<file path="src/rtl/clcp_pkg.sv">
// Shared types and constants of the command-line character parser.
package clcp_pkg;

  localparam int unsigned MaxArgCount = 6;
  localparam int unsigned ArgIdxW     = 3;
  localparam int unsigned ArgW        = 16;
  localparam int unsigned AccW        = 32;
  localparam int unsigned InDataW     = 24;
  localparam int unsigned OutDataW    = 88;
  localparam int unsigned QueueDepth  = 2;
  localparam int unsigned QueuePtrW   = 1;
  localparam int unsigned QueueCntW   = 2;

  localparam logic [2:0] KIND_ECHO   = 3'd0;
  localparam logic [2:0] KIND_ISSUE  = 3'd1;
  localparam logic [2:0] KIND_USAGE  = 3'd2;
  localparam logic [2:0] KIND_OK     = 3'd3;
  localparam logic [2:0] KIND_ERR    = 3'd4;
  localparam logic [2:0] KIND_REPORT = 3'd5;

  localparam logic [3:0] CMD_CONTRAST  = 4'd0;
  localparam logic [3:0] CMD_INIT      = 4'd1;
  localparam logic [3:0] CMD_DISPLAY   = 4'd2;
  localparam logic [3:0] CMD_LINESTART = 4'd3;
  localparam logic [3:0] CMD_LINE      = 4'd4;
  localparam logic [3:0] CMD_ORIGIN    = 4'd5;
  localparam logic [3:0] CMD_UNITS     = 4'd6;
  localparam logic [3:0] CMD_OUTPUT    = 4'd7;
  localparam logic [3:0] CMD_COUNT     = 4'd8;
  localparam logic [3:0] CMD_VERSION   = 4'd9;

  localparam logic [7:0] CHAR_HASH  = 8'h23;
  localparam logic [7:0] CHAR_COMMA = 8'h2C;
  localparam logic [7:0] CHAR_CR    = 8'h0D;
  localparam logic [7:0] CHAR_LF    = 8'h0A;
  localparam logic [7:0] CHAR_ZERO  = 8'h30;
  localparam logic [7:0] CHAR_NINE  = 8'h39;

  localparam logic [AccW-1:0] ContrastMask  = 32'h0000_00ff;
  localparam logic [AccW-1:0] LinestartMask = 32'h0000_003F;

  typedef enum logic [4:0] {
    CL_OTHER,
    CL_HASH,
    CL_CR,
    CL_LF,
    CL_DIGIT,
    CL_COMMA,
    CL_REP_COUNT,
    CL_REP_VERSION,
    CL_INIT,
    CL_CONTRAST,
    CL_DISPLAY,
    CL_LINESTART,
    CL_UNITS,
    CL_OUTPUT,
    CL_ORIGIN,
    CL_LINE,
    CL_REPLY
  } class_e;

  typedef struct packed {
    class_e     cls;
    logic [7:0] ch;
    logic       reply_ok;
    logic [7:0] reply_code;
  } entry_t;

  typedef struct packed {
    logic [7:0]         error_code;
    logic               line_inhibit;
    logic [1:0]         line_rop;
    logic [5:0]         line_y2;
    logic [6:0]         line_x2;
    logic [5:0]         line_y1;
    logic [6:0]         line_x1;
    logic signed [31:0] cmd_value;
    logic [3:0]         command;
    logic [7:0]         echo_char;
  } result_t;

endpackage

</file>
<file path="src/rtl/clcp_front.sv">
// Front end: accepts input items and classifies them for the back end.
module clcp_front (
  input  logic                             s_axis_tvalid_i,
  output logic                             s_axis_tready_o,
  input  logic [clcp_pkg::InDataW-1:0]     s_axis_tdata_i,
  input  logic                             s_axis_tuser_i,
  input  logic                             q_full_i,
  output logic                             push_o,
  output clcp_pkg::entry_t                 push_entry_o
);
  import clcp_pkg::*;

  logic [7:0] ch;

  assign ch              = s_axis_tdata_i[7:0];
  assign s_axis_tready_o = !q_full_i;
  assign push_o          = s_axis_tvalid_i && !q_full_i;

  always_comb begin
    push_entry_o            = '0;
    push_entry_o.ch         = ch;
    push_entry_o.reply_ok   = s_axis_tdata_i[8];
    push_entry_o.reply_code = s_axis_tdata_i[16:9];
    if (s_axis_tuser_i) begin
      push_entry_o.cls = CL_REPLY;
    end else if (ch >= CHAR_ZERO && ch <= CHAR_NINE) begin
      push_entry_o.cls = CL_DIGIT;
    end else begin
      case (ch)
        CHAR_HASH:  push_entry_o.cls = CL_HASH;
        CHAR_CR:    push_entry_o.cls = CL_CR;
        CHAR_LF:    push_entry_o.cls = CL_LF;
        CHAR_COMMA: push_entry_o.cls = CL_COMMA;
        "c":        push_entry_o.cls = CL_REP_COUNT;
        "e":        push_entry_o.cls = CL_REP_VERSION;
        "i":        push_entry_o.cls = CL_INIT;
        "C":        push_entry_o.cls = CL_CONTRAST;
        "j":        push_entry_o.cls = CL_DISPLAY;
        "l":        push_entry_o.cls = CL_LINESTART;
        "u":        push_entry_o.cls = CL_UNITS;
        "z":        push_entry_o.cls = CL_OUTPUT;
        "o":        push_entry_o.cls = CL_ORIGIN;
        "L":        push_entry_o.cls = CL_LINE;
        default:    push_entry_o.cls = CL_OTHER;
      endcase
    end
  end

endmodule

</file>
<file path="src/rtl/clcp_queue.sv">
// Short queue of classified items between the front end and the back end.
module clcp_queue (
  input  logic              clk_i,
  input  logic              rst_ni,
  input  logic              push_i,
  input  clcp_pkg::entry_t  push_entry_i,
  output logic              full_o,
  output logic              valid_o,
  output clcp_pkg::entry_t  head_o,
  input  logic              pop_i
);
  import clcp_pkg::*;

  entry_t               mem_q [QueueDepth];
  logic [QueuePtrW-1:0] wr_ptr_q, wr_ptr_d;
  logic [QueuePtrW-1:0] rd_ptr_q, rd_ptr_d;
  logic [QueueCntW-1:0] count_q, count_d;

  assign full_o  = (count_q == QueueCntW'(QueueDepth));
  assign valid_o = (count_q != '0);
  assign head_o  = mem_q[rd_ptr_q];

  always_comb begin
    wr_ptr_d = push_i ? wr_ptr_q + 1'b1 : wr_ptr_q;
    rd_ptr_d = pop_i ? rd_ptr_q + 1'b1 : rd_ptr_q;
    count_d  = count_q + QueueCntW'(push_i) - QueueCntW'(pop_i);
  end

  always_ff @(posedge clk_i) begin
    if (push_i) begin
      mem_q[wr_ptr_q] <= push_entry_i;
    end
  end

  always_ff @(posedge clk_i or negedge rst_ni) begin
    if (!rst_ni) begin
      wr_ptr_q <= '0;
      rd_ptr_q <= '0;
      count_q  <= '0;
    end else begin
      wr_ptr_q <= wr_ptr_d;
      rd_ptr_q <= rd_ptr_d;
      count_q  <= count_d;
    end
  end

endmodule

</file>
<file path="src/rtl/clcp_back.sv">
// Back end: parser state, command issue and the registered result stage.
module clcp_back #(
  parameter int unsigned NUM_COLUMNS = 128,
  parameter int unsigned NUM_ROWS    = 64
) (
  input  logic                          clk_i,
  input  logic                          rst_ni,
  input  logic                          q_valid_i,
  input  clcp_pkg::entry_t              q_head_i,
  output logic                          pop_o,
  output logic                          m_axis_tvalid_o,
  input  logic                          m_axis_tready_i,
  output logic [clcp_pkg::OutDataW-1:0] m_axis_tdata_o,
  output logic [2:0]                    m_axis_tuser_o
);
  import clcp_pkg::*;

  localparam logic [ArgW-1:0] ColLimit = ArgW'(NUM_COLUMNS);
  localparam logic [ArgW-1:0] RowLimit = ArgW'(NUM_ROWS);
  localparam logic [ArgW-1:0] RopLimit = 16'd4;

  logic                busy_q, busy_d;
  logic [3:0]          pend_q, pend_d;
  logic                comment_q, comment_d;
  logic                has_digits_q, has_digits_d;
  logic [AccW-1:0]     acc_q, acc_d;
  logic [ArgW-1:0]     args_q [MaxArgCount];
  logic [ArgIdxW-1:0]  arg_cnt_q, arg_cnt_d;
  logic                arg_we;
  logic                out_valid_q, out_valid_d;
  logic [2:0]          kind_q, kind_d;
  result_t             res_q, res_d;
  logic                has_res;
  logic                line_ok;
  logic [AccW-1:0]     acc_times10;

  assign pop_o       = q_valid_i && (!out_valid_q || m_axis_tready_i);
  assign acc_times10 = (acc_q << 3) + (acc_q << 1);

  always_comb begin
    line_ok = (arg_cnt_q == 3'd5) && has_digits_q &&
              !args_q[0][ArgW-1] && (args_q[0] < ColLimit) &&
              !args_q[1][ArgW-1] && (args_q[1] < RowLimit) &&
              !args_q[2][ArgW-1] && (args_q[2] < ColLimit) &&
              !args_q[3][ArgW-1] && (args_q[3] < RowLimit) &&
              !args_q[4][ArgW-1] && (args_q[4] < RopLimit) &&
              (acc_q[AccW-1:1] == '0);
  end

  always_comb begin
    busy_d       = busy_q;
    pend_d       = pend_q;
    comment_d    = comment_q;
    has_digits_d = has_digits_q;
    acc_d        = acc_q;
    arg_cnt_d    = arg_cnt_q;
    arg_we       = 1'b0;
    has_res      = 1'b0;
    kind_d       = KIND_ECHO;
    res_d        = '0;
    if (q_head_i.cls == CL_REPLY) begin
      if (busy_q) begin
        busy_d        = 1'b0;
        has_res       = 1'b1;
        res_d.command = pend_q;
        if (q_head_i.reply_ok) begin
          kind_d = KIND_OK;
        end else begin
          kind_d           = KIND_ERR;
          res_d.error_code = q_head_i.reply_code;
        end
      end
    end else if (busy_q) begin
      has_res = 1'b0;
    end else if (q_head_i.cls == CL_HASH) begin
      comment_d       = 1'b1;
      has_res         = 1'b1;
      res_d.echo_char = q_head_i.ch;
    end else if (comment_q) begin
      if (q_head_i.cls != CL_CR) begin
        if (q_head_i.cls == CL_LF) begin
          comment_d = 1'b0;
        end
        has_res         = 1'b1;
        res_d.echo_char = q_head_i.ch;
      end
    end else begin
      case (q_head_i.cls)
        CL_DIGIT: begin
          acc_d        = has_digits_q ? acc_times10 + AccW'(q_head_i.ch[3:0])
                                      : AccW'(q_head_i.ch[3:0]);
          has_digits_d = 1'b1;
        end
        CL_REP_COUNT: begin
          has_res       = 1'b1;
          kind_d        = KIND_REPORT;
          res_d.command = CMD_COUNT;
        end
        CL_REP_VERSION: begin
          has_res       = 1'b1;
          kind_d        = KIND_REPORT;
          res_d.command = CMD_VERSION;
        end
        CL_INIT: begin
          has_res       = 1'b1;
          kind_d        = KIND_ISSUE;
          res_d.command = CMD_INIT;
          busy_d        = 1'b1;
          pend_d        = CMD_INIT;
        end
        CL_CONTRAST, CL_DISPLAY, CL_LINESTART, CL_UNITS, CL_OUTPUT: begin
          arg_cnt_d = '0;
          if (has_digits_q) begin
            has_res      = 1'b1;
            kind_d       = KIND_ISSUE;
            busy_d       = 1'b1;
            has_digits_d = 1'b0;
            case (q_head_i.cls)
              CL_CONTRAST: begin
                res_d.command   = CMD_CONTRAST;
                res_d.cmd_value = acc_q & ContrastMask;
              end
              CL_LINESTART: begin
                res_d.command   = CMD_LINESTART;
                res_d.cmd_value = acc_q & LinestartMask;
              end
              CL_DISPLAY: begin
                res_d.command   = CMD_DISPLAY;
                res_d.cmd_value = acc_q;
              end
              CL_UNITS: begin
                res_d.command   = CMD_UNITS;
                res_d.cmd_value = acc_q;
              end
              default: begin
                res_d.command   = CMD_OUTPUT;
                res_d.cmd_value = acc_q;
              end
            endcase
            pend_d = res_d.command;
          end
        end
        CL_ORIGIN: begin
          arg_cnt_d = '0;
          if (has_digits_q) begin
            has_digits_d = 1'b0;
            if (acc_q[AccW-1:2] == '0) begin
              has_res         = 1'b1;
              kind_d          = KIND_ISSUE;
              busy_d          = 1'b1;
              pend_d          = CMD_ORIGIN;
              res_d.command   = CMD_ORIGIN;
              res_d.cmd_value = acc_q;
            end
          end
        end
        CL_LINE: begin
          has_digits_d  = 1'b0;
          arg_cnt_d     = '0;
          has_res       = 1'b1;
          res_d.command = CMD_LINE;
          if (line_ok) begin
            kind_d             = KIND_ISSUE;
            busy_d             = 1'b1;
            pend_d             = CMD_LINE;
            res_d.line_x1      = args_q[0][6:0];
            res_d.line_y1      = args_q[1][5:0];
            res_d.line_x2      = args_q[2][6:0];
            res_d.line_y2      = args_q[3][5:0];
            res_d.line_rop     = args_q[4][1:0];
            res_d.line_inhibit = acc_q[0];
          end else begin
            kind_d = KIND_USAGE;
          end
        end
        CL_COMMA: begin
          if (arg_cnt_q < ArgIdxW'(MaxArgCount)) begin
            arg_we       = 1'b1;
            arg_cnt_d    = arg_cnt_q + 1'b1;
            has_digits_d = 1'b0;
          end
        end
        CL_LF: begin
          has_digits_d = 1'b0;
          arg_cnt_d    = '0;
        end
        default: begin
          has_res = 1'b0;
        end
      endcase
    end
  end

  always_comb begin
    if (pop_o) begin
      out_valid_d = has_res;
    end else if (m_axis_tready_i) begin
      out_valid_d = 1'b0;
    end else begin
      out_valid_d = out_valid_q;
    end
  end

  always_ff @(posedge clk_i or negedge rst_ni) begin
    if (!rst_ni) begin
      busy_q       <= 1'b0;
      pend_q       <= '0;
      comment_q    <= 1'b0;
      has_digits_q <= 1'b0;
      acc_q        <= '0;
      arg_cnt_q    <= '0;
      out_valid_q  <= 1'b0;
      for (int i = 0; i < MaxArgCount; i++) begin
        args_q[i] <= '0;
      end
    end else begin
      out_valid_q <= out_valid_d;
      if (pop_o) begin
        busy_q       <= busy_d;
        pend_q       <= pend_d;
        comment_q    <= comment_d;
        has_digits_q <= has_digits_d;
        acc_q        <= acc_d;
        arg_cnt_q    <= arg_cnt_d;
        if (arg_we) begin
          args_q[arg_cnt_q] <= acc_q[ArgW-1:0];
        end
      end
    end
  end

  always_ff @(posedge clk_i) begin
    if (pop_o && has_res) begin
      kind_q <= kind_d;
      res_q  <= res_d;
    end
  end

  assign m_axis_tvalid_o = out_valid_q;
  assign m_axis_tuser_o  = kind_q;
  assign m_axis_tdata_o  = {(OutDataW - $bits(result_t))'(0), res_q};

endmodule

</file>
<file path="src/rtl/command_line_char_parser_top.sv">
// Top level of the command-line character parser.
//
//   Channel  Direction  Handshake              Payload
//   s_axis   in         tvalid/tready          tdata: char, reply flag, code; tuser: type
//   m_axis   out        tvalid/tready          tdata: result fields; tuser: result kind
//
// One item is taken per cycle while the queue is not full; the back end retires one
// item per cycle while the result register is empty or being read. The front classifies
// an item as it is accepted, the queue registers it and the result register loads it on
// its pop. The two-entry queue keeps the input flowing while the output stalls, until full.
// Reset clears the parser state, the queue and the result valid flag.
module command_line_char_parser_top #(
  parameter int unsigned NUM_COLUMNS = 128,
  parameter int unsigned NUM_ROWS    = 64
) (
  input  logic                          clk_i,
  input  logic                          rst_ni,
  input  logic                          s_axis_tvalid_i,
  output logic                          s_axis_tready_o,
  // [7:0] char_byte, [8] reply_ok, [16:9] reply_code
  input  logic [clcp_pkg::InDataW-1:0]  s_axis_tdata_i,
  // [0] req_type
  input  logic                          s_axis_tuser_i,
  output logic                          m_axis_tvalid_o,
  input  logic                          m_axis_tready_i,
  // [7:0] echo_char, [11:8] command, [43:12] cmd_value, [50:44] line_x1,
  // [56:51] line_y1, [63:57] line_x2, [69:64] line_y2, [71:70] line_rop,
  // [72] line_inhibit, [80:73] error_code
  output logic [clcp_pkg::OutDataW-1:0] m_axis_tdata_o,
  // [2:0] out_kind
  output logic [2:0]                    m_axis_tuser_o
);
  import clcp_pkg::*;

  logic   push;
  entry_t push_entry;
  logic   q_full;
  logic   q_valid;
  entry_t q_head;
  logic   pop;

  clcp_front u_front (
    .s_axis_tvalid_i (s_axis_tvalid_i),
    .s_axis_tready_o (s_axis_tready_o),
    .s_axis_tdata_i  (s_axis_tdata_i),
    .s_axis_tuser_i  (s_axis_tuser_i),
    .q_full_i        (q_full),
    .push_o          (push),
    .push_entry_o    (push_entry)
  );

  clcp_queue u_queue (
    .clk_i        (clk_i),
    .rst_ni       (rst_ni),
    .push_i       (push),
    .push_entry_i (push_entry),
    .full_o       (q_full),
    .valid_o      (q_valid),
    .head_o       (q_head),
    .pop_i        (pop)
  );

  clcp_back #(
    .NUM_COLUMNS (NUM_COLUMNS),
    .NUM_ROWS    (NUM_ROWS)
  ) u_back (
    .clk_i           (clk_i),
    .rst_ni          (rst_ni),
    .q_valid_i       (q_valid),
    .q_head_i        (q_head),
    .pop_o           (pop),
    .m_axis_tvalid_o (m_axis_tvalid_o),
    .m_axis_tready_i (m_axis_tready_i),
    .m_axis_tdata_o  (m_axis_tdata_o),
    .m_axis_tuser_o  (m_axis_tuser_o)
  );

endmodule

</file>
<file path="config.mk">
export PLATFORM = sky130hd
export DESIGN_NAME = command_line_char_parser_top
export DESIGN_NICKNAME = d
export VERILOG_FILES = /design/src/rtl/clcp_pkg.sv /design/src/rtl/clcp_front.sv /design/src/rtl/clcp_queue.sv /design/src/rtl/clcp_back.sv /design/src/rtl/command_line_char_parser_top.sv
export SDC_FILE = /design/constraint.sdc
export NUM_CORES = 1
export LEC_CHECK = 0
export BUFFER_PORTS_ARGS = -buffer_cell sky130_fd_sc_hd__buf_2
export CAP_MARGIN = 40
export CORE_MARGIN = 2
export CORE_UTILIZATION = 35
export CTS_CLUSTER_SIZE = 28
export DETAILED_ROUTE_END_ITERATION = 16
export HOLD_SLACK_MARGIN = 0.15
export MAX_ROUTING_LAYER = met4
export SLEW_MARGIN = 15
export SYNTH_ARGS = -nofsm -noshare
export SYNTH_HDL_FRONTEND = slang
export SYNTH_SLANG_ARGS = --single-unit
</file>
<file path="constraint.sdc">
create_clock -name clk_i -period 11.9 [get_ports clk_i]
set_clock_uncertainty 0.15 [all_clocks]
set_input_delay 1.785 -clock clk_i [delete_from_list [all_inputs] [get_ports clk_i]]
set_output_delay 1.785 -clock clk_i [all_outputs]
set_load 0.05 [all_outputs]
</file>
======== Word level (Yosys, flattened, before mapping) ========
Memories as Yosys holds them, arrays and structs flattened.
Index checks and enable logic that the tools add are counted.
word-level totals
  memory bits (read-only) ................. 0
  input port bits ......................... 29
  memory bits (writable) .................. 44
  latch bits .............................. 0
  output and inout port bits .............. 93
  memories ................................ 1
  register bits ........................... 227
operators by class
  multiplexer cells ....................... 71
  multiply operators ...................... 0
  shift operators ......................... 0
  order comparisons ....................... 10
  reduce and logical (&&, ||, !) cells .... 46
  $add $sub $neg .......................... 7
  bitwise operators ....................... 7
  divide/modulo/power cells ............... 0
  equal/unequal tests ..................... 37
memory list
  name           depth  bits a word  rd ports  clocked after memory_dff  wr ports  line              RTL
  u_queue.mem_q  2      22           1         0                         1         clcp_queue.sv:14  entry_t mem_q [QueueDepth];
operator list
  operator                                              number
  one-hot mux 36 bit (4 select lines)                   1
  2-to-1 mux 36 bit                                     3
  bitwise mux 96 bit                                    1
  == test 8 x 7 -> 1 bit (second input constant)        10
  one-hot mux 32 bit (2 select lines)                   1
  one-hot mux 4 bit (14 select lines)                   1
  demux 16 bit (select 3 bit)                           1
  == test 5 x 4 -> 1 bit (second input constant)        8
  adder 32 bit                                          1
  adder 32 x 4 -> 32 bit                                1
  < comparator 16 x 7 -> 1 bit (second input constant)  2
  < comparator 16 x 8 -> 1 bit (second input constant)  2
  2-to-1 mux 32 bit                                     1
  2-to-1 mux 4 bit                                      8
  zero test 31 bit                                      1
  2-to-1 mux 1 bit                                      31
  zero test 30 bit                                      1
  2-to-1 mux 3 bit                                      8
  2-to-1 mux 8 bit                                      3
  one-hot mux 4 bit (6 select lines)                    1
  == test 5 x 3 -> 1 bit (second input constant)        4
  logical AND 1 bit                                     17
  == test 8 x 4 -> 1 bit (second input constant)        2
  == test 8 x 6 -> 1 bit (second input constant)        2
  44 further kinds                                      67

======== Longest topological paths before layout ========
Gate-level depths: netlist (run 1).
  word-level depth ........................ 19
  depth in mapped cells ................... 16
  mapped depth without buffers ............ 13

======== Hierarchy ========
Synthesis (run 1) repeated with hierarchy kept, for this count alone.
unflattened totals
  cells, all modules ...................... 1026
  area, all modules ....................... 12849.8 sq um
by module, submodules not included
  module      area an instance (sq um)  instances  cells each  seq. area each (sq um)
  clcp_back   10483.8                   1          865         5575.3
  clcp_queue  1790.5                    1          83          1421.4
  clcp_front  575.6                     1          78          0.0

======== Worst setup path before layout (run 1) ========
No wires, ideal clock.
  path kind ............................... flip-flop to flip-flop
  start ................................... register u_queue.rd_ptr_q
  end ..................................... register u_back.res_q (netlist bit u_back.m_axis_tdata_o[0]), enable pin
  setup time .............................. 0.579 ns
  arrival ................................. 6.542 ns
  cell stages (with the launch flop) ...... 11
  path slack .............................. 4.629 ns
  period minus slack after synthesis ...... 7.271 ns
  cell sequence ........................... dfrtp_1 > buf_6 > buf_2 > nor3b_1 > a31oi_1 > buf_2 > nor2_1 > nand3_1 > and3_1 > a31o_2 > a31oi_1
between the ends
  longest elaborated chain between the ends .. 9
ends and longest elaborated chain
  what                                                                     line              RTL
  start: declaration                                                       clcp_queue.sv:16  logic [QueuePtrW-1:0] rd_ptr_q, rd_ptr_d;
  start signal: assignment                                                 clcp_queue.sv:42  rd_ptr_q <= rd_ptr_d;
  memory read (2 x 22 bit) *                                               n/a
  == test 5 x 4 -> 1 bit / == test 5 x 3 -> 1 bit (equally long branches)  clcp_back.sv:88   case (q_head_i.cls)
  OR reduction 5 bit / OR reduction 4 bit (equally long branches)          n/a
  one-hot mux 1 bit (3 select lines)                                       clcp_back.sv:88
  2-to-1 mux 1 bit                                                         clcp_back.sv:79   end else if (comment_q) begin
  2-to-1 mux 1 bit                                                         clcp_back.sv:75   end else if (q_head_i.cls == CL_HASH) begin
  2-to-1 mux 1 bit                                                         clcp_back.sv:73   end else if (busy_q) begin
  2-to-1 mux 1 bit *                                                       clcp_back.sv:61   if (q_head_i.cls == CL_REPLY) begin
  logical AND 1 bit *                                                      clcp_back.sv:233  if (pop_o && has_res) begin
  end signal: assignment                                                   clcp_back.sv:235  res_q <= res_d;
  end: declaration                                                         clcp_back.sv:32   result_t res_q, res_d;
Every way passes the cells marked *; elsewhere a longest branch is shown, timed or not.
A chain may end at the register's enable or synchronous reset.

======== Final worst setup path (run 1) ========
  start ................................... register u_queue.rd_ptr_q
  end ..................................... register u_back.acc_q[30]
between the ends
  longest elaborated chain between the ends .. 4
ends and longest elaborated chain
  what                                                            line              RTL
  memory read (2 x 22 bit) *                                      n/a
  branches (longest 3 deep; another with adder 32 x 4 -> 32 bit)  n/a
  end signal: assignment                                          clcp_back.sv:210  acc_q <= '0;
  end signal: assignment                                          clcp_back.sv:223  acc_q <= acc_d;
  end: declaration                                                clcp_back.sv:26   logic [AccW-1:0] acc_q, acc_d;
Every way passes the cells marked *.

==> run_results.csv, run 1 <==
group,metric,value,unit
outcome,status,"complete, no violations",
pwr,switching_share,39.3,%
pwr,switchingPower,1.25,mW
floorplanning,rows,68,
timing,slew_headroom,43.2,%
timing,hold_viol,0,
global_route,use_met1,20.6,%
cts,htreeDepth,1,
cts,path_clk_slew,0.06,ns
cts,root_buffer,"clkbuf_16",
cells_and_area,fillCellCount,3324,
global_route,grt_use_total,15.4,%
floorplanning,die-area,36900,µm²
cells_and_area,drive_above_1_share,18.9,%
route,avgRoutedWirePerCell,16.9,µm
setup_path,cp-end-kind,"flop",
timing,setup_tns,0,ns
floorplanning,die_y,192,µm
hold_path,min_path_type,"flop to flop",
floorplanning,start_util,35.7,%
setup_path,path_max_fanout,33,
global_route,grt_overflow,0,
timing,setup_viol,0,
pwr,comb_power_share,32.3,%
cts,clock-sinks,254,
logic_synthesis,avgSynthCellArea,12.1,µm²
global_route,grt_pass1_vias,8114,
cts,cts_setup_buffers,0,
global_route,grt_busiest_layer,"met2",
logic_synthesis,synth_area_leader_cell,"edfxtp_1",
pwr,peakVddDrop,0.153,mV
cells_and_area,area_growth,15.8,%
route,detail-route-antenna-nets,0,
pwr,p_per_area,221,nW/µm²
logic_synthesis,synth_xor_area_share,2.33,%
route,num_vias,8151,
timing,setup_slack,7.68,ns
global_route,grt_pass1_wl,43600,µm
job,drv_cap,0,
logic_synthesis,netlist_area,12400,µm²
route,dr.first_iter.drc_count,494,
timing,layout_min_cycle_time,4.22,ns
logic_synthesis,ys_top_cells_by_area,"edfxtp_1 (31%), dfrtp_1 (25%), ha_1 (6.3%)",
setup_path,critPathKind,"flop to flop",
route,wl,27200,µm
route,vias_per_cell,5.07,
floorplanning,die_w,192,µm
placement,port_buffers,107,
floorplanning,ios,122,
logic_synthesis,synthFlopType,"edfxtp_1",
logic_synthesis,synth_edf_count,128,
placement,gp_congestion,0.894,
setup_path,critPathLaunchType,"flop",
timing,rsz0062_at_grt,"false",
logic_synthesis,synth_top_family_by_area,"simple AND/OR/NAND/NOR gates",
setup_path,cp.arrival,4.47,ns
logic_synthesis,synthAdderAreaFrac,6.59,%
timing,min_period_over_period,35.4,%
logic_synthesis,synth-seq-cells,254,
cts,cts_inserted_buffers,29,
global_route,met3_usage,2.28,%
timing,drv_slew,0,
logic_synthesis,yosys.area.top_type_share,31.0,%
timing,max_freq,0.237,GHz
timing,worst_pin_slew,0.849,ns
pwr,leakage,6.41,nW
global_route,grt_max_degree,55,
global_route,antenna_found_initial,0,
cts,cts_tree,"done",
logic_synthesis,synthCells,1020,
cts,cts_resized,0,
pwr,p_seq_share,40.0,%
route,drt_first_pass_iters,5,
placement,dp_hpwl,18100,µm
route,drc_errors,0,
placement,place_worst_setup_slack,7.30,ns
cells_and_area,nets,1223,
global_route,grtUsageMet2,25.0,%
cts,clk_latency,0.56,ns
logic_synthesis,ys_types,67,
cts,clk_path_buf_depth,3,
logic_synthesis,synth-compound-area-share,10.3,%
pwr,power.internal,1.92,mW
logic_synthesis,synth-async-reset-ratio,49.6,%
floorplanning,core_area,34700,µm²
pwr,clkPwrFrac,27.7,%
logic_synthesis,synthMuxAreaShare,9.00,%
logic_synthesis,synthSimpleGateAreaFrac,12.5,%
setup_path,critPathRequiredTime,12.15,ns
cells_and_area,n_antenna_cell,0,
logic_synthesis,yosysSeqAreaShare,56.5,%
logic_synthesis,yosysWarnings,0,
cts,cts_hold_buf,0,
## synthesized netlist by cell type (3+ instances only)
| master | n |
|---|---|
| mux2_2 | 43 |
| nand2b_1 | 8 |
| o21ai_0 | 56 |
| o21a_1 | 3 |
| nor4b_1 | 3 |
| and2_1 | 63 |
| edfxtp_1 | 128 |
| nor3_4 | 3 |
| nor3_1 | 12 |
| inv_1 | 23 |
| and3_1 | 7 |
| o41ai_1 | 3 |
| xnor2_1 | 23 |
| a21o_1 | 15 |
| a211oi_1 | 7 |
| ha_1 | 62 |
| o31ai_1 | 12 |
| dfrtp_1 | 126 |
| nor2b_1 | 9 |
| nand2_1 | 72 |
| xor2_1 | 10 |
| nor2_1 | 61 |
| nand3_1 | 9 |
| nor4_1 | 20 |
| mux2i_1 | 18 |
| a21boi_0 | 4 |
| o211ai_1 | 5 |
| buf_1 | 4 |
| a22o_1 | 4 |
| nand4_1 | 11 |
| a2111oi_0 | 4 |
| buf_4 | 9 |
| a21oi_1 | 47 |
| a22oi_1 | 3 |
| o22ai_1 | 6 |
| buf_6 | 4 |
| o21bai_1 | 3 |
| mux2_1 | 40 |
| buf_2 | 7 |
| a31oi_1 | 13 |
| clkbuf_1 | 23 |
| or3_1 | 4 |
| nor3b_1 | 3 |
## routing by layer
metal	wire length, µm	share of wire, %	vias to the layer above
met5	0	0	-
met4	443	1.6	0
met3	1190	4.4	33
met2	12800	47	157
met1	12800	47	3996
li1	-	-	3965
## through the flow
stage               cell area (µm²)  total power, mW  hold slack (ns)  util (%)  cells
floorplan                     12400             2.07            0.299         -   1026
global placement              13400             2.31            0.311      38.5   1551
finish                        14300             3.17            0.327      41.3   1607
CTS                           14300             3.22            0.331      41.3   1607
global route                  14300             3.34            0.352      41.3   1607
detailed placement            13400             2.32            0.318      38.6   1554
## layout make-up
class / count / area (µm²) / area share (%)
Clock inverter: 12 / 121 / 0.846
Inverter: 24 / 90.1 / 0.628
Tap cell: 455 / 569 / 3.97
Sequential cell: 254 / 7000 / 48.8
Timing Repair Buffer: 120 / 654 / 4.56
Multi-Input combinational cell: 701 / 5080 / 35.5
Clock buffer: 41 / 821 / 5.72
## layout by cell type (no fill, tap or decap), drive strengths merged, types with 4 or more instances in the layout
| cell | n |
|---|---|
| edfxtp | 128 |
| dfrtp | 126 |
| buf | 120 |
| mux2 | 83 |
| nand2 | 72 |
| and2 | 64 |
| ha | 62 |
| nor2 | 61 |
| o21ai | 57 |
| a21oi | 47 |
| clkbuf | 41 |
| inv | 26 |
| xnor2 | 23 |
| nor4 | 20 |
| mux2i | 18 |
| a21o | 15 |
| nor3 | 15 |
| a31oi | 13 |
| o31ai | 13 |
| nand4 | 11 |
| xor2 | 10 |
| nand3 | 10 |
| nor2b | 9 |
| nand2b | 8 |
| clkinv | 8 |
| a211oi | 7 |
| and3 | 7 |
| conb | 7 |
| o22ai | 6 |
| o211ai | 5 |
| a22o | 4 |
| or3 | 4 |
| a2111oi | 4 |
| a21boi | 4 |
## state kept, by name, indices dropped and copies added, names as in the netlist
name                    flops
u_queue.mem_q              44
u_back.m_axis_tdata_o      81
u_back.pend_q               3
u_back.busy_q               1
u_back.m_axis_tuser_o       3
u_back.arg_cnt_q            3
u_back.comment_q            1
u_queue.rd_ptr_q            1
u_queue.wr_ptr_q            1
u_back.acc_q               32
u_back.has_digits_q         1
u_queue.count_q             2
u_back.args_q              80
u_back.m_axis_tvalid_o      1
## power by group through the flow
stage	sequential [mW]	combinational, mW	clock (mW)
floorplan	1.66	0.411	0
global placement	1.28	1.02	0
detailed placement	1.28	1.04	0
CTS	1.27	1.04	0.910
global route	1.29	1.11	0.943
finish	1.27	1.02	0.878
## worst max-delay path: stages (launching register included)
cell and delay (ns):
dfrtp_1 0.32, buf_4 0.41, mux2i_1 0.34, inv_1 0.09, fa_1 0.49, fa_1 0.50
a211oi_1 0.26, nor2_1 0.13, o2111ai_1 0.37, a211oi_1 0.20, a21oi_1 0.37, o21ai_0 0.19
xnor2_1 0.15, o21ai_0 0.08
## worst paths after layout
path	startpoint	to	slack (ns)	depth (start not counted)
min	u_back.args_q[86]	u_back.args_q[86]	0.33	1
max	u_queue.rd_ptr_q	u_back.acc_q[30]	7.68	13
max reg2reg	u_queue.rd_ptr_q	u_back.acc_q[30]	7.68	13
max in group asynchronous	rst_ni	u_back.pend_q[0]	8.95	3
min in group asynchronous	rst_ni	u_back.acc_q[24]	1.03	1
min reg2reg	u_back.args_q[86]	u_back.args_q[86]	0.33	1
## cells by family (layout without fill, tap and decap cells)
logic type,Yosys count,count (layout)
DFF,254,254
adders and majority gates,64,64
muxes,101,101
and+or+nand+nor,295,295
xor gates and xnor gates,33,33
other,1,7
AOI/OAI and AO/OA,201,201
buffers and inverters,71,197
Power figures use the tool's default switching activity.
==> run 2, diff against run 1 <==
Clock period 11.9 ns to 3.6 ns, I/O delays scaled along.
==> run_results.csv, run 2 (same netlist as run 1, synthesis figures left out) <==
group,metric,value,unit
outcome,status,"complete, no violations",
route,drc_errors,0,
setup_path,critPathRequiredTime,3.88,ns
floorplanning,rows,68,
cells_and_area,final_cell_mix,"edfxtp_1 (128), dfrtp_1 (125), buf_2 (106)",
setup_path,cp-end-kind,"flop",
pwr,fin_total_pwr,10.9,mW
pwr,peakVddDrop,0.403,mV
placement,port_buffers,107,
pwr,p_per_area,731,nW/µm²
floorplanning,die_w,192,µm
cts,clk_path_buf_depth,3,
timing,worst_pin_slew,0.667,ns
global_route,grt_pass1_wl,44800,µm
cts,htreeDepth,1,
route,detail-route-antenna-nets,0,
hold_path,min_path_type,"input pin to flop",
route,dr.first_iter.drc_count,565,
global_route,antenna_found_initial,0,
floorplanning,start_util,35.7,%
timing,drv_slew,0,
setup_path,slowest_delay,0.49,ns
cts,clock-sinks,254,
timing,setup_viol,0,
route,avgRoutedWirePerCell,16.9,µm
job,drv_cap,0,
timing,fin_hold_ws,0.193,ns
cts,clk_latency,0.55,ns
cts,root_buffer,"clkbuf_16",
timing,rsz0062_at_grt,"true",
setup_path,critPathLaunchType,"flop",
cells_and_area,drive_above_1_share,23.3,%
cells_and_area,n_antenna_cell,0,
hold_path,min_from,"s_axis_tvalid_i",
timing,min_period_over_period,94.3,%
timing,slew_headroom,55.5,%
route,drt_first_pass_iters,5,
cells_and_area,layout_commonest_cell,"edfxtp_1",
floorplanning,die_y,192,µm
global_route,grt_pass1_vias,8290,
floorplanning,core_area,34700,µm²
setup_path,path_max_fanout,4,
floorplanning,ios,122,
cells_and_area,largest_reg_flops,81,
cells_and_area,area_growth,21.0,%
timing,max_freq,0.294,GHz
cells_and_area,nets,1275,
route,num_vias,8363,
global_route,grt_use_total,15.7,%
global_route,grt_max_degree,73,
route,wl,28000,µm
setup_path,path_buf_inv,2,
setup_path,critPathTopFamily,"compound AO/OA/AOI/OAI gates",
setup_path,rr_startpoint,"u_queue.rd_ptr_q",
pwr,leakage,6.72,nW
cts,cts_tree,"done",
setup_path,startpoint,"u_queue.rd_ptr_q",
cts,path_clk_slew,0.06,ns
setup_path,slowest_stage,"fa_1",
cts,cts_inserted_buffers,28,
setup_path,cp.arrival,3.68,ns
floorplanning,die-area,36900,µm²
route,vias_per_cell,5.04,
setup_path,worstPathCellList,"mux2i_2 -> inv_1 -> fa_1 -> ha_1 -> a21oi_1 -> nand4b_1 -> a211o_1 -> a21oi_2 -> buf_4 -> a211oi_1 -> nor2_1 -> xor2_1 -> a31o_2",
setup_path,critPathKind,"flop to flop",
cells_and_area,fin_util,43.1,%
timing,layout_min_cycle_time,3.40,ns
placement,gp_congestion,0.896,
timing,hold_viol,0,
placement,dp_hpwl,19200,µm
global_route,grt_overflow,0,
[run 2: what timing repair did]
item / 4_1_cts / 5_1_grt
endpoints found under the hold margin: 64 / 0
buffers inserted: 0 / 0
resized for setup: 0 / 12
setup endpoints to repair: 0 / 139
hold buffers: 13 / 0
[run 2: routing by layer]
metal / global-route usage (%) / share of wire (%) / vias to the layer above
li1: - / - / 4074
met1: 21.0 / 46 / 4100
met2: 25.7 / 48 / 155
met3: 1.97 / 3.7 / 34
met4: 3.58 / 1.9 / 0
met5: - / 0 / -
[run 2: final timing paths]
check | depth (start not counted) | end | slack (ns)
setup / recovery | 13 | u_back.acc_q[17] | 0.20
hold / removal | 3 | u_queue.wr_ptr_q | 0.19
setup reg to reg | 13 | u_back.acc_q[17] | 0.20
hold reg to reg | 1 | u_back.args_q[86] | 0.33
max in group asynchronous | 3 | u_back.acc_q[7] | 2.04
min in group asynchronous | 2 | u_back.acc_q[11] | 0.45
[run 2: worst reg2reg max path, delay by kind of cell, from the launching register on]
| family | cells | cell delay, ns |
|---|---|---|
| AO/OA/AOI/OAI | 5 | 0.99 |
| XOR/XNOR | 1 | 0.09 |
| adder cells (fa/ha/maj) | 2 | 0.80 |
| buffers and inverters | 2 | 0.25 |
| flip-flops | 1 | 0.42 |
| multiplexers | 1 | 0.24 |
| AND/OR/NAND/NOR | 2 | 0.33 |
[run 2: metrics by stage]
| stage | TNS (ns) | cell area (µm²) | worst slack (ns) | std cells |
|---|---|---|---|---|
| 2_1_floorplan | -6.76 | 12500 | -0.0805 | 1026 |
| 3_3_place_gp | 0 | 13800 | 0.0818 | 1594 |
| 3_5_place_dp | 0 | 13800 | 0.0235 | 1594 |
| 4_1_cts | 0 | 14900 | 0.00736 | 1659 |
| 5_1_grt | -0.0213 | 15000 | -0.0110 | 1659 |
| 6_report | 0 | 15000 | 0.204 | 1659 |
[run 2: area by class of cell]
cell class	count	area, µm²
fill	3267	19700
sequential	254	7000
multi-input combinational	701	5180
timing repair buffer	173	1110
clock buffer	35	757
tap	455	569
clock inverter	17	269
inverter	24	90.1
[run 2: power by group]
| group | switching (mW) | total [mW] | internal (mW) |
|---|---|---|---|
| Sequential | 0.270 | 4.09 | 3.82 |
| Clock | 1.18 | 3.11 | 1.93 |
| Combinational | 2.75 | 3.75 | 0.993 |
==> run 3, diff against run 2 <==
Settings changed: BUFFER_PORTS_ARGS -buffer_cell sky130_fd_sc_hd__buf_2 to -buffer_cell sky130_fd_sc_hd__buf_4.
==> run_results.csv, run 3 (same netlist as run 1, synthesis figures left out) <==
group,metric,value,unit
placement,port_buffers,107,
route,vias_per_cell,5.07,
cells_and_area,final_cell_mix,"buf_4 (158), edfxtp_1 (128), dfrtp_1 (126)",
cells_and_area,largest_reg_flops,81,
route,drc_errors,0,
setup_path,startpoint,"u_queue.rd_ptr_q",
route,top_layer_used,"met4",
setup_path,path_buf_inv,2,
timing,max_freq,0.293,GHz
route,route.met2.wl,13400,µm
hold_path,min_from,"u_back.args_q[69]",
hold_path,min_path_type,"flop to flop",
route,avgRoutedWirePerCell,16.9,µm
pwr,peakVddDrop,0.473,mV
setup_path,slowest_delay,0.51,ns
pwr,fin_total_pwr,11.0,mW
cells_and_area,nets,1285,
route,met3_wirelength,1100,µm
cts,cts_tree,"done",
outcome,status,"complete, no violations",
timing,hold_viol,0,
timing,worst_pin_slew,0.600,ns
cells_and_area,n_antenna_cell,0,
global_route,antenna_found_initial,0,
floorplanning,die_w,192,µm
cts,cts_setup_buffers,0,
setup_path,worstPathCellList,"mux2i_2 -> inv_1 -> fa_1 -> fa_2 -> a211oi_2 -> nor2_1 -> o2111ai_2 -> buf_4 -> nand2_1 -> a21o_1 -> a21oi_1 -> xor2_1 -> o31ai_1",
setup_path,critPathKind,"flop to flop",
route,dr.first_iter.drc_count,541,
route,num_vias,8465,
setup_path,critPathLaunchType,"flop",
setup_path,critPathRequiredTime,3.89,ns
global_route,grt_pass1_wl,45300,µm
cells_and_area,area_growth,23.6,%
job,drv_cap,0,
cts,root_buffer,"clkbuf_16",
global_route,grt_overflow,0,
placement,place_inst,1596,
global_route,grt_pass1_vias,8427,
timing,slew_headroom,60.0,%
cts,cts_inserted_buffers,28,
setup_path,critPathTopFamily,"compound AO/OA/AOI/OAI gates",
cts,clk_latency,0.55,ns
timing,rsz0062_at_grt,"false",
placement,gp_congestion,0.835,
setup_path,rr_startpoint,"u_queue.rd_ptr_q",
timing,setup_viol,0,
floorplanning,rows,68,
route,wl_met1,12900,µm
floorplanning,start_util,35.7,%
cts,path_clk_slew,0.06,ns
cells_and_area,drive_above_1_share,23.1,%
cts,htreeDepth,1,
pwr,p_per_area,722,nW/µm²
global_route,grt_use_total,16.0,%
cells_and_area,layout_commonest_cell,"buf_4",
route,detail-route-antenna-nets,0,
floorplanning,core_area,34700,µm²
pwr,leakage,6.83,nW
cells_and_area,finalNonFillerCells,1669,
cts,clock-sinks,254,
setup_path,cp.arrival,3.70,ns
placement,dp_hpwl,19300,µm
timing,layout_min_cycle_time,3.41,ns
setup_path,cp-end-kind,"flop",
floorplanning,die-area,36900,µm²
route,wl,28200,µm
timing,min_period_over_period,94.7,%
setup_path,slowest_stage,"fa_1",
route,drt_first_pass_iters,5,
floorplanning,die_y,192,µm
cts,clk_path_buf_depth,3,
global_route,grt_max_degree,55,
floorplanning,ios,122,
setup_path,path_max_fanout,4,
timing,drv_slew,0,
## run 3: repair_timing
item	in CTS	in global routing
hold buffers	21	0
setup endpoints to repair	0	13
hold endpoints to repair	81	0
gates resized for setup	0	9
## run 3: per-stage QoR
| stage | util (%) | cell area, µm² | hold slack [ns] | TNS, ns | setup WS [ns] |
|---|---|---|---|---|---|
| 2_1_floorplan | - | 12500 | 0.0944 | -6.76 | -0.0805 |
| 3_3_place_gp | 40.5 | 14000 | 0.309 | 0 | 0.117 |
| 3_5_place_dp | 40.6 | 14100 | 0.318 | 0 | 0.114 |
| 4_1_cts | 44.0 | 15300 | 0.332 | 0 | 0.0751 |
| 5_1_grt | 44.1 | 15300 | 0.356 | 0 | 0.00701 |
| 6_report | 44.1 | 15300 | 0.327 | 0 | 0.190 |
## run 3: cell type report
type,count,area (µm²)
clock buffers,37,795
clock inverters,15,178
fillers,3320,19400
inverters,24,90.1
multi-input cells,701,5180
flip-flops and latches,254,7000
well taps,455,569
repair buffers,183,1480
## run 3: report_power, final
part	switching, mW	total, mW	internal, mW	leakage (nW)
sequential	0.281	4.10	3.82	2.96
combinational	2.75	3.99	1.24	3.39
clock	1.18	2.95	1.77	0.478
total	4.21	11.0	6.83	6.83
## run 3: layer usage
layer  vias up  GRT usage, %
met1      4138          20.9
met3        50          2.08
li1       4099             -
met5         -             -
met2       178          26.0
met4         0          4.52
## run 3: worst reg2reg max path, stage by stage (launching register included)
cell,delay (ns)
dfrtp_1,0.42
mux2i_2,0.26
inv_1,0.08
fa_1,0.51
fa_2,0.44
a211oi_2,0.23
nor2_1,0.10
o2111ai_2,0.25
buf_4,0.17
nand2_1,0.07
a21o_1,0.18
a21oi_1,0.16
xor2_1,0.08
o31ai_1,0.20
## run 3: worst paths after layout
| check | endpoint | slack, ns | depth (start not counted) |
|---|---|---|---|
| max | u_back.acc_q[16] | 0.19 | 13 |
| min | u_back.args_q[69] | 0.33 | 1 |
| max reg2reg | u_back.acc_q[16] | 0.19 | 13 |
| min reg2reg | u_back.args_q[69] | 0.33 | 1 |
| max in group asynchronous | u_back.args_q[65] | 2.06 | 3 |
| min in group asynchronous | u_back.acc_q[27] | 0.39 | 2 |
